==> config.mk <==
export PLATFORM = sky130hd
export DESIGN_NAME = postfix_expression_evaluator
export DESIGN_NICKNAME = d
export VERILOG_FILES = /design/src/hw/rtl/pfx_pkg.sv /design/src/hw/rtl/pfx_stack_ram.sv /design/src/hw/rtl/pfx_alu.sv /design/src/hw/rtl/postfix_expression_evaluator.sv
export SDC_FILE = /design/constraint.sdc
export NUM_CORES = 2
export LEC_CHECK = 0
export BUFFER_PORTS_ARGS = -buffer_cell sky130_fd_sc_hd__buf_4
export CAP_MARGIN = 10
export CORE_MARGIN = 3
export CORE_UTILIZATION = 42
export DETAILED_ROUTE_END_ITERATION = 7
export PLACE_DENSITY = 0.6
export REMOVE_ABC_BUFFERS = 1
export SYNTH_ARGS = -nofsm -noshare
export SYNTH_HDL_FRONTEND = slang
export SYNTH_SLANG_ARGS = --single-unit
==> constraint.sdc <==
create_clock -name clk -period 6.7 [get_ports clk]
set_clock_uncertainty 0.15 [all_clocks]
set_input_delay 1.005 -clock clk [delete_from_list [all_inputs] [get_ports clk]]
set_output_delay 1.005 -clock clk [all_outputs]
set_load 0.005 [all_outputs]
==> src/hw/rtl/pfx_pkg.sv <==
// ----------------------------------------------------------------------------
// pfx_pkg
// Shared types and constants of the postfix expression evaluator.
// ----------------------------------------------------------------------------
package pfx_pkg;

  localparam int STACK_DEPTH = 64;
  localparam int ADDR_W      = $clog2(STACK_DEPTH);
  localparam int CNT_W       = $clog2(STACK_DEPTH + 1);

  localparam logic [7:0] CH_ZERO  = 8'd48;
  localparam logic [7:0] CH_PLUS  = 8'd43;
  localparam logic [7:0] CH_MINUS = 8'd45;
  localparam logic [7:0] CH_STAR  = 8'd42;
  localparam logic [7:0] CH_SLASH = 8'd47;

  typedef enum logic [1:0] {
    OP_ADD,
    OP_SUB,
    OP_MUL,
    OP_DIV
  } alu_op_t;

  typedef struct packed {
    logic [7:0] symbol;
    logic       end_of_expr;
  } sym_t;

  typedef struct packed {
    logic signed [31:0] value;
    logic               stack_empty;
    logic               underflow_seen;
    logic               overflow_seen;
    logic               div_zero_seen;
  } result_t;

  typedef struct packed {
    logic    start;
    alu_op_t op;
  } alu_req_t;

  typedef struct packed {
    logic done;
    logic div_zero;
  } alu_rsp_t;

endpackage

==> src/hw/rtl/pfx_stack_ram.sv <==
// ----------------------------------------------------------------------------
// pfx_stack_ram
// Operand stack storage with one write port and one registered read port.
// ----------------------------------------------------------------------------
module pfx_stack_ram
  import pfx_pkg::*;
(
  input  logic              clk,
  input  logic              we,
  input  logic [ADDR_W-1:0] waddr,
  input  logic [31:0]       wdata,
  input  logic [ADDR_W-1:0] raddr,
  output logic [31:0]       rdata
);

  logic [31:0] mem [STACK_DEPTH];

  always_ff @(posedge clk) begin
    if (we) begin
      mem[waddr] <= wdata;
    end
    rdata <= mem[raddr];
  end

endmodule

==> src/hw/rtl/pfx_alu.sv <==
// ----------------------------------------------------------------------------
// pfx_alu
// Shared arithmetic unit: registered add, subtract and multiply, and signed
// division by a restoring divider that retires one quotient bit per cycle.
// ----------------------------------------------------------------------------
module pfx_alu
  import pfx_pkg::*;
(
  input  logic        clk,
  input  logic        rst,
  input  alu_req_t    req,
  input  logic [31:0] a,
  input  logic [31:0] b,
  output alu_rsp_t    rsp,
  output logic [31:0] result
);

  typedef enum logic [1:0] {
    A_IDLE,
    A_DIV,
    A_FIX
  } alu_state_t;

  alu_state_t  state;
  logic [31:0] quo;
  logic [31:0] rem;
  logic [31:0] dvs;
  logic        neg;
  logic [4:0]  step;
  logic [32:0] trial;
  logic [32:0] diff;

  assign trial = {rem, quo[31]};
  assign diff  = trial - {1'b0, dvs};

  always_ff @(posedge clk) begin
    if (rst) begin
      state    <= A_IDLE;
      rsp.done <= 1'b0;
    end else begin
      rsp.done <= 1'b0;
      case (state)
        A_IDLE: begin
          if (req.start) begin
            rsp.div_zero <= 1'b0;
            case (req.op)
              OP_ADD: begin
                result   <= a + b;
                rsp.done <= 1'b1;
              end
              OP_SUB: begin
                result   <= a - b;
                rsp.done <= 1'b1;
              end
              OP_MUL: begin
                result   <= a * b;
                rsp.done <= 1'b1;
              end
              OP_DIV: begin
                if (b == 32'd0) begin
                  result       <= 32'd0;
                  rsp.div_zero <= 1'b1;
                  rsp.done     <= 1'b1;
                end else begin
                  quo   <= a[31] ? (~a + 32'd1) : a;
                  dvs   <= b[31] ? (~b + 32'd1) : b;
                  rem   <= 32'd0;
                  neg   <= a[31] ^ b[31];
                  step  <= 5'd0;
                  state <= A_DIV;
                end
              end
              default: begin
                result   <= 32'd0;
                rsp.done <= 1'b1;
              end
            endcase
          end
        end
        A_DIV: begin
          if (!diff[32]) begin
            rem <= diff[31:0];
            quo <= {quo[30:0], 1'b1};
          end else begin
            rem <= trial[31:0];
            quo <= {quo[30:0], 1'b0};
          end
          step <= step + 5'd1;
          if (step == 5'd31) begin
            state <= A_FIX;
          end
        end
        A_FIX: begin
          result   <= neg ? (~quo + 32'd1) : quo;
          rsp.done <= 1'b1;
          state    <= A_IDLE;
        end
        default: begin
          state <= A_IDLE;
        end
      endcase
    end
  end

endmodule

==> src/hw/rtl/postfix_expression_evaluator.sv <==
// ----------------------------------------------------------------------------
// postfix_expression_evaluator
// Evaluates postfix expressions one character per transfer on a bounded
// operand stack and returns the top of the stack after the last character.
// ----------------------------------------------------------------------------
// One character is taken per transfer and the block stalls its input until
// that character is done. An operand is pushed directly; +, - or * pops two
// operands through the stack reads, starts the arithmetic unit, waits for it
// and pushes its result. A division waits on the divider, which produces one
// quotient bit per cycle; a division by zero skips the divider.
// The character marked as the end of the expression then loads the result
// register, after any time the result register is still held by an earlier
// result that has not been taken.
module postfix_expression_evaluator
  import pfx_pkg::*;
(
  input  logic    clk,
  input  logic    rst,
  input  logic    sym_valid,
  output logic    sym_stall,
  input  sym_t    sym,
  output logic    result_valid,
  input  logic    result_stall,
  output result_t result
);

  typedef enum logic [2:0] {
    S_IDLE,
    S_POP1,
    S_POP2,
    S_LOAD,
    S_START,
    S_WAIT,
    S_PUSH,
    S_EMIT
  } state_t;

  state_t      state;
  logic [CNT_W-1:0] count;
  logic        last;
  alu_op_t     op;
  logic        pop1_ok;
  logic        pop2_ok;
  logic [31:0] lhs;
  logic [31:0] rhs;
  logic [31:0] res;
  logic [31:0] top;
  logic        flag_under;
  logic        flag_over;
  logic        flag_divz;

  logic        ram_we;
  logic [31:0] ram_rdata;
  logic        full;
  alu_req_t    alu_req;
  alu_rsp_t    alu_rsp;
  logic [31:0] alu_result;

  assign full        = (count == CNT_W'(STACK_DEPTH));
  assign ram_we      = (state == S_PUSH) && !full;
  assign sym_stall   = (state != S_IDLE);
  assign alu_req.start = (state == S_START);
  assign alu_req.op  = op;

  pfx_stack_ram u_ram (
    .clk   (clk),
    .we    (ram_we),
    .waddr (count[ADDR_W-1:0]),
    .wdata (res),
    .raddr (ADDR_W'(count - CNT_W'(1))),
    .rdata (ram_rdata)
  );

  pfx_alu u_alu (
    .clk    (clk),
    .rst    (rst),
    .req    (alu_req),
    .a      (lhs),
    .b      (rhs),
    .rsp    (alu_rsp),
    .result (alu_result)
  );

  always_ff @(posedge clk) begin
    if (rst) begin
      state        <= S_IDLE;
      count        <= '0;
      flag_under   <= 1'b0;
      flag_over    <= 1'b0;
      flag_divz    <= 1'b0;
      result_valid <= 1'b0;
    end else begin
      if (result_valid && !result_stall && state != S_EMIT) begin
        result_valid <= 1'b0;
      end
      case (state)
        S_IDLE: begin
          if (sym_valid) begin
            last <= sym.end_of_expr;
            case (sym.symbol)
              CH_PLUS: begin
                op    <= OP_ADD;
                state <= S_POP1;
              end
              CH_MINUS: begin
                op    <= OP_SUB;
                state <= S_POP1;
              end
              CH_STAR: begin
                op    <= OP_MUL;
                state <= S_POP1;
              end
              CH_SLASH: begin
                op    <= OP_DIV;
                state <= S_POP1;
              end
              default: begin
                res   <= {24'd0, sym.symbol} - {24'd0, CH_ZERO};
                state <= S_PUSH;
              end
            endcase
          end
        end
        S_POP1: begin
          if (count == '0) begin
            pop1_ok    <= 1'b0;
            flag_under <= 1'b1;
          end else begin
            pop1_ok <= 1'b1;
            count   <= count - CNT_W'(1);
          end
          state <= S_POP2;
        end
        S_POP2: begin
          rhs <= pop1_ok ? ram_rdata : '1;
          if (count == '0) begin
            pop2_ok    <= 1'b0;
            flag_under <= 1'b1;
          end else begin
            pop2_ok <= 1'b1;
            count   <= count - CNT_W'(1);
          end
          state <= S_LOAD;
        end
        S_LOAD: begin
          lhs   <= pop2_ok ? ram_rdata : '1;
          state <= S_START;
        end
        S_START: begin
          state <= S_WAIT;
        end
        S_WAIT: begin
          if (alu_rsp.done) begin
            res <= alu_result;
            if (alu_rsp.div_zero) begin
              flag_divz <= 1'b1;
            end
            state <= S_PUSH;
          end
        end
        S_PUSH: begin
          if (full) begin
            flag_over <= 1'b1;
          end else begin
            top   <= res;
            count <= count + CNT_W'(1);
          end
          state <= last ? S_EMIT : S_IDLE;
        end
        S_EMIT: begin
          if (!result_valid || !result_stall) begin
            result_valid          <= 1'b1;
            result.value          <= (count == '0) ? '1 : top;
            result.stack_empty    <= (count == '0);
            result.underflow_seen <= flag_under;
            result.overflow_seen  <= flag_over;
            result.div_zero_seen  <= flag_divz;
            count                 <= '0;
            flag_under            <= 1'b0;
            flag_over             <= 1'b0;
            flag_divz             <= 1'b0;
            state                 <= S_IDLE;
          end
        end
        default: begin
          state <= S_IDLE;
        end
      endcase
    end
  end

endmodule

; ---- After elaboration in Yosys (flattened, before gate mapping)
; Memory sizes are Yosys's and may differ from the RTL's. A register that Yosys moved wholly into a read port is not among the register bits.
; Index checks and enable logic that the tools add are counted.
[word_totals]
ram_bits = 2048
n_memories = 1
wordCells = 183
register_bits = 321
input_bits = 13
output_inout_bits = 38
[mem_list]
columns = name, words, word_bits, rd, rd_ports_with_merged_regs, wr, line
row1 = u_ram.mem, 64, 32, 1, 1, 1, pfx_stack_ram.sv:16  ; logic [31:0] mem [STACK_DEPTH];
[op_classes]
n_addsub = 10
mux = 60
n_reduce_logical = 42
n_bitwise = 7
n_eq_ne = 33
n_mul = 1
[op_table]
columns = operator, n
row1 = two-way mux 32 bit, 14
row2 = one-hot mux 32 bit (2 select lines), 4
row3 = one-hot mux 32 bit (4 select lines), 1
row4 = adder 32 x 1 -> 32 bit (second input constant), 3
row5 = NOT 32 bit, 3
row6 = subtractor 33 x 32 -> 33 bit, 1
row7 = adder 32 bit, 1
row8 = == test 8 x 6 -> 1 bit (second input constant), 4
row9 = logical NOT 32 bit, 1
row10 = multiplier 32 x 32 -> 32 bit, 1
row11 = subtractor 32 bit, 1
row12 = two-way mux 31 bit, 1
row13 = one-hot mux 3 bit (8 select lines), 1
row14 = two-way mux 7 bit, 3
row15 = one-hot mux 7 bit (3 select lines), 1
row16 = AND reduction 3 bit, 7
row17 = AND reduction 4 bit, 5
row18 = inequality test 2 bit (second input constant), 9
row19 = two-way mux 3 bit, 5
row20 = two-way mux 5 bit, 3
row21 = AND reduction 5 bit, 3
row22 = two-way mux 1 bit, 13
row23 = == test 3 bit (second input constant), 4
row24 = two-way mux 2 bit, 6
row25 = other kinds (32), 58

; ---- Longest topological paths before layout
[logic_depth]
ltp_word = 7
ltp_mapped = 28
ltp_nobuf = 26

; ---- By module
; From an unflattened synthesis, not the netlist that was laid out.
[hier_totals]
cells_unflattened = 7074
hier_area_um2 = 113617.7
[modules_own_cells]
columns = mod, area_each_um2, seq_area_each_um2, cells_each, instances
row1 = pfx_stack_ram, 79039.6, 62139.6, 3511, 1
row2 = pfx_alu, 27312.4, 4113.9, 3073, 1
row3 = postfix_expression_evaluator, 7265.7, 5355.1, 490, 1

; ---- Worst setup path before layout
; No wires, ideal clock.
[synth_timing]
path_type = reg-to-reg
startpoint = register rhs[6]
endpoint = register u_alu.result[31] (data pin)
synth_period_minus_slack_ns = 7.310
setup_slack_ns = -0.610
arrival_ns = 6.889
n_path_buf = 2
stages_incl_launch_ff = 27
path_cell_list = edfxtp_1 clkbuf_1 clkbuf_1 and2_1 fa_1 fa_1 fa_1 inv_1 fa_1 inv_1 fa_1 inv_1 fa_1 inv_1 fa_1 fa_1 ha_1 a21oi_1 o21ai_0 a21o_1 a21oi_1 or2_2 nand4_1 a221oi_1 o21ai_0 xnor2_1 o221ai_1
[synth_via]
elab_chain_len = 4
word_cells_on_any_way = 6
[synth_rtl]
columns = element, line
row1 = "start, declared", postfix_expression_evaluator.sv:45  ; logic [31:0] rhs;
row2 = "start signal, assigned", postfix_expression_evaluator.sv:135  ; rhs <= pop1_ok ? ram_rdata : '1;
row3 = "multiplier 32 x 32 -> 32 bit, or another cell as far along", pfx_alu.sv:56  ; result <= a * b;
row4 = one-hot mux 32 bit (4 select lines) (*), pfx_alu.sv:46  ; case (req.op)
row5 = two-way mux 32 bit (*), pfx_alu.sv:44  ; if (req.start) begin
row6 = one-hot mux 32 bit (2 select lines) (*), pfx_alu.sv:42  ; case (state)
row7 = "end signal, assigned", pfx_alu.sv:48  ; result <= a + b;
row8 = "end signal, assigned", pfx_alu.sv:52  ; result <= a - b;
row9 = "end signal, assigned", pfx_alu.sv:56
row10 = "end, declared", pfx_alu.sv:15  ; output logic [31:0] result
; Every way passes the cells marked *; elsewhere a longest branch is shown, timed or not. The select of a mux whose other input is x is not followed.
; A chain may end at the register's enable or synchronous reset.

; ---- Worst setup path after layout
[layout_timing]
startpoint = register rhs[7]
endpoint = register u_alu.result[29] (data pin)
; Same word-level chain as after synthesis.

==> results.txt <==
* Final cell utilization of the core: 0.484
- The die is 523 um tall.
- In this run the tightest slew margin relative to its limit is 0.0923.
- At the end of the flow, the number of nets in the layout was 7443.
- The critical path in this run is classified as register to register.
* Final worst path period need: between 7 and 8 ns
- The worst setup path is captured at a register.
* Final Setup Violations: 17
- Area of all placed cells without fillers: 129000 um2
- Detail Route Antenna Nets: 0
- 51 I/O pins were placed.
- The final max-slew violation count is 0.
* Max-cap violations: 0
* First drt pass iteration count: 5
- Gate count of the mapped netlist: 6467
- The longest clock path from root to sink contains 3 buffers.
- The initial antenna violation count was 17.
- In the final routed layout, each cell accounts on average for 29.2 um.
* Port-buffer cells: 50
- At the pin with the least slew margin, the transition time is 1.36 ns.
* Clock Sinks: 2401
- Vias in the first global route: roughly 60000
- After synthesis, the cell types taking the most area are sky130_fd_sc_hd__edfxtp_1, sky130_fd_sc_hd__mux4_2, sky130_fd_sc_hd__fa_1, sky130_fd_sc_hd__ha_1, sky130_fd_sc_hd__and2_1.
- The first global-routing pass estimated 446000 um of wire.
* Core box area: 266000 um2
- Setup repair after global routing could not meet its margin everywhere.
- In the synthesized netlist the dominant register cell turns out to be sky130_fd_sc_hd__edfxtp_1.
- Worst path setup slack after routing: -0.589 ns
- DP Wirelength: 195000 um
- Largest fanout on the critical path: 4
* Total Die Area: 273000 um2
- DR DRC count: 0
- Starting density of the core: 0.423
- The most common cell in the synthesized netlist is sky130_fd_sc_hd__edfxtp_1.
* Total clock buffers created by CTS: 239
- Met3 WL post-DR: 20000 um
- Most frequent cells after synthesis: sky130_fd_sc_hd__edfxtp_1, sky130_fd_sc_hd__mux4_2, sky130_fd_sc_hd__inv_1, sky130_fd_sc_hd__fa_1, sky130_fd_sc_hd__nand2_1
- The detailed router put a total of 125000 um of wire on met1.
* Cell type contributing the most total cell area after synthesis: sky130_fd_sc_hd__edfxtp_1
- In the finished design, the share of the clock period the worst path needs comes to 1.09.
* Seq. cell area: 71600 um2
- Clock transition at path regs: around 0.080 ns
- During synthesis, Yosys emitted a total of 0 warnings.
- Area occupied by multi-input gates: 38700 um2
* Layout filler cell count: 22000
* Iteration-0 DRC Markers: 6013
- Post-synthesis instance area: 112000 um2
* Via count: 59900
* Detail-routed via count per cell: between 5 and 6
- Mean cell area of the mapped netlist: 17.4 um2
* Area growth, synth to finish: 14.6%
* Flip-flop and latch count after synthesis: approximately 2400
- Proportion of synthesized flip-flops having asynchronous set or reset: 0
* Detailed-route wire length: 309000 um
- Worst hold slack across all endpoints: 0.224 ns
* Fmax: 137 MHz
- Of the post-synthesis cell area, the dominant cell type holds 0.629.
- Global-route usage over all layers: 0.227
- Max H-tree Level: 4
* Latest clock arrival within the worst-skew pair: 0.90 ns
* TritonCTS clock tree: done
- Path class of the lowest-slack min-delay path: input pin to register
- Count of distinct cell types in the synthesized netlist: 73
* Outcome: finished, violations left
- Proportion of layout cells with a drive suffix above 1: 0.239
- Routed met2 length: around 150000 um
- Sort of element at the start of the critical path: register
- Of the synthesized area, sequential elements account for 0.638.
- Largest net degree at the start of global routing: 101
- STA puts the critical path data arrival time at 7.71 ns.
- Root Buffer Master: sky130_fd_sc_hd__clkbuf_16
- Summing all placed instances gives a cell area of 120000 um2.
- The floorplan step set the die width to around 520 um.
- In this run the core area contains 189 standard-cell rows.
- Setup tns final: -6.47 ns
- Top layer used by detailed routing: met5
* Violated checks: setup timing
* Critical path required time: 7.12 ns
- The total overflow left after global routing is 0.
* Number of enable-type register cells in the synthesized netlist: 2352
- The number of hold violations in the final report came to 0.
- The congestion estimate from routability-driven global placement came to 0.923.
sequential cells by signal (all words and copies together) (netlist names), 2 cells and up:
| name | cells |
|---|---|
| u_alu.step | 5 |
| u_alu.rsp | 2 |
| u_alu.quo | 32 |
| count | 7 |
| u_ram.mem | 2048 |
| u_ram.rdata | 32 |
| u_alu.dvs | 32 |
| top | 32 |
| result | 36 |
| lhs | 32 |
| op | 2 |
| u_alu.rem | 32 |
| u_alu.result | 32 |
| state | 3 |
| u_alu.state | 2 |
| res | 32 |
| rhs | 32 |
kinds of logic (layout without fill, tap and decap cells):
group | after synthesis | count (layout) | synth area share
buf+inv | 799 | 1367 | 0.0268
other cells | 0 | 15 | 0
xor+xnor | 269 | 269 | 0.0210
mux | 702 | 702 | 0.138
simple gates | 1237 | 1237 | 0.0556
fa+ha+maj | 607 | 607 | 0.0951
compound gates | 452 | 452 | 0.0258
flops | 2401 | 2401 | 0.638
critical path, stage by stage, from the launching register on:
cell and delay [ns]:
sky130_fd_sc_hd__edfxtp_1 0.45, sky130_fd_sc_hd__buf_4 0.17, sky130_fd_sc_hd__and2_1 0.14, sky130_fd_sc_hd__fa_2 0.44, sky130_fd_sc_hd__fa_2 0.38, sky130_fd_sc_hd__fa_1 0.55, sky130_fd_sc_hd__inv_1 0.06, sky130_fd_sc_hd__fa_1 0.55
sky130_fd_sc_hd__inv_2 0.04, sky130_fd_sc_hd__fa_1 0.51, sky130_fd_sc_hd__inv_1 0.05, sky130_fd_sc_hd__fa_1 0.49, sky130_fd_sc_hd__inv_1 0.06, sky130_fd_sc_hd__fa_1 0.47, sky130_fd_sc_hd__fa_2 0.59, sky130_fd_sc_hd__ha_4 0.23
sky130_fd_sc_hd__a21oi_2 0.13, sky130_fd_sc_hd__o21ai_1 0.08, sky130_fd_sc_hd__a21o_1 0.19, sky130_fd_sc_hd__a21oi_2 0.15, sky130_fd_sc_hd__or2_4 0.14, sky130_fd_sc_hd__nand4_1 0.15, sky130_fd_sc_hd__a221oi_2 0.28, sky130_fd_sc_hd__buf_4 0.16
sky130_fd_sc_hd__xor2_1 0.15, sky130_fd_sc_hd__o221a_2 0.21, sky130_fd_sc_hd__a21oi_1 0.04
what timing repair did:
item                       in CTS  in global routing
resized for setup             102                 28
hold buffers                    0                  0
cloned                          0                  0
setup buffers                  23                  2
setup endpoints to repair      20                 21
pin swaps                      61                 26
layer usage:
layer | track usage | up-vias
met2 | 0.375 | 2194
met4 | 0.0849 | 8
met3 | 0.0343 | 492
met5 | 0 | -
li1 | - | 25200
met1 | 0.306 | 32100
cells in the final DEF (no fill, tap or decap), types with 65 or more instances in the layout:
cell type,netlist,routed
sky130_fd_sc_hd__fa_1,410,392
sky130_fd_sc_hd__o21ai_0,108,100
sky130_fd_sc_hd__a21oi_1,114,102
sky130_fd_sc_hd__inv_1,440,435
sky130_fd_sc_hd__nor2_4,0,65
sky130_fd_sc_hd__nor2_1,200,132
sky130_fd_sc_hd__clkbuf_16,0,241
sky130_fd_sc_hd__and2_1,315,306
sky130_fd_sc_hd__xor2_1,123,118
sky130_fd_sc_hd__mux4_2,672,672
sky130_fd_sc_hd__xnor2_1,146,142
sky130_fd_sc_hd__nand2_1,391,391
sky130_fd_sc_hd__nand2b_1,127,127
sky130_fd_sc_hd__buf_4,0,418
sky130_fd_sc_hd__ha_1,197,184
sky130_fd_sc_hd__edfxtp_1,2352,2352
path summary, 6_finish.rpt:
kind              cells past startpoint               end            from  slack, ns
hold / removal                        1              last          sym[0]       0.22
setup reg to reg                     26  u_alu.result[29]          rhs[7]      -0.59
setup / recovery                     26  u_alu.result[29]          rhs[7]      -0.59
hold reg to reg                       1            rhs[1]  u_ram.rdata[1]       0.34
per-stage QoR:
stage	setup WS [ns]	instances
2_1_floorplan	-30.20	6108
3_3_place_gp	-0.840	10100
3_5_place_dp	-0.837	10100
4_1_cts	-0.626	10600
5_1_grt	-0.780	10600
6_report	-0.589	10600
cell type report:
class / count / share of cell area
tap: 3533 / 0.0344
clock inverter: 160 / 0.0138
timing repair buffer: 474 / 0.0321
inverter: 440 / 0.0128
sequential: 2401 / 0.557
antenna: 15 / 0.000292
multi-input combinational: 3267 / 0.301
clock buffer: 293 / 0.0489
Power is left out: the tool's default activity adds up to more than one toggle a clock period on the data nets, which glitch-free logic cannot reach.
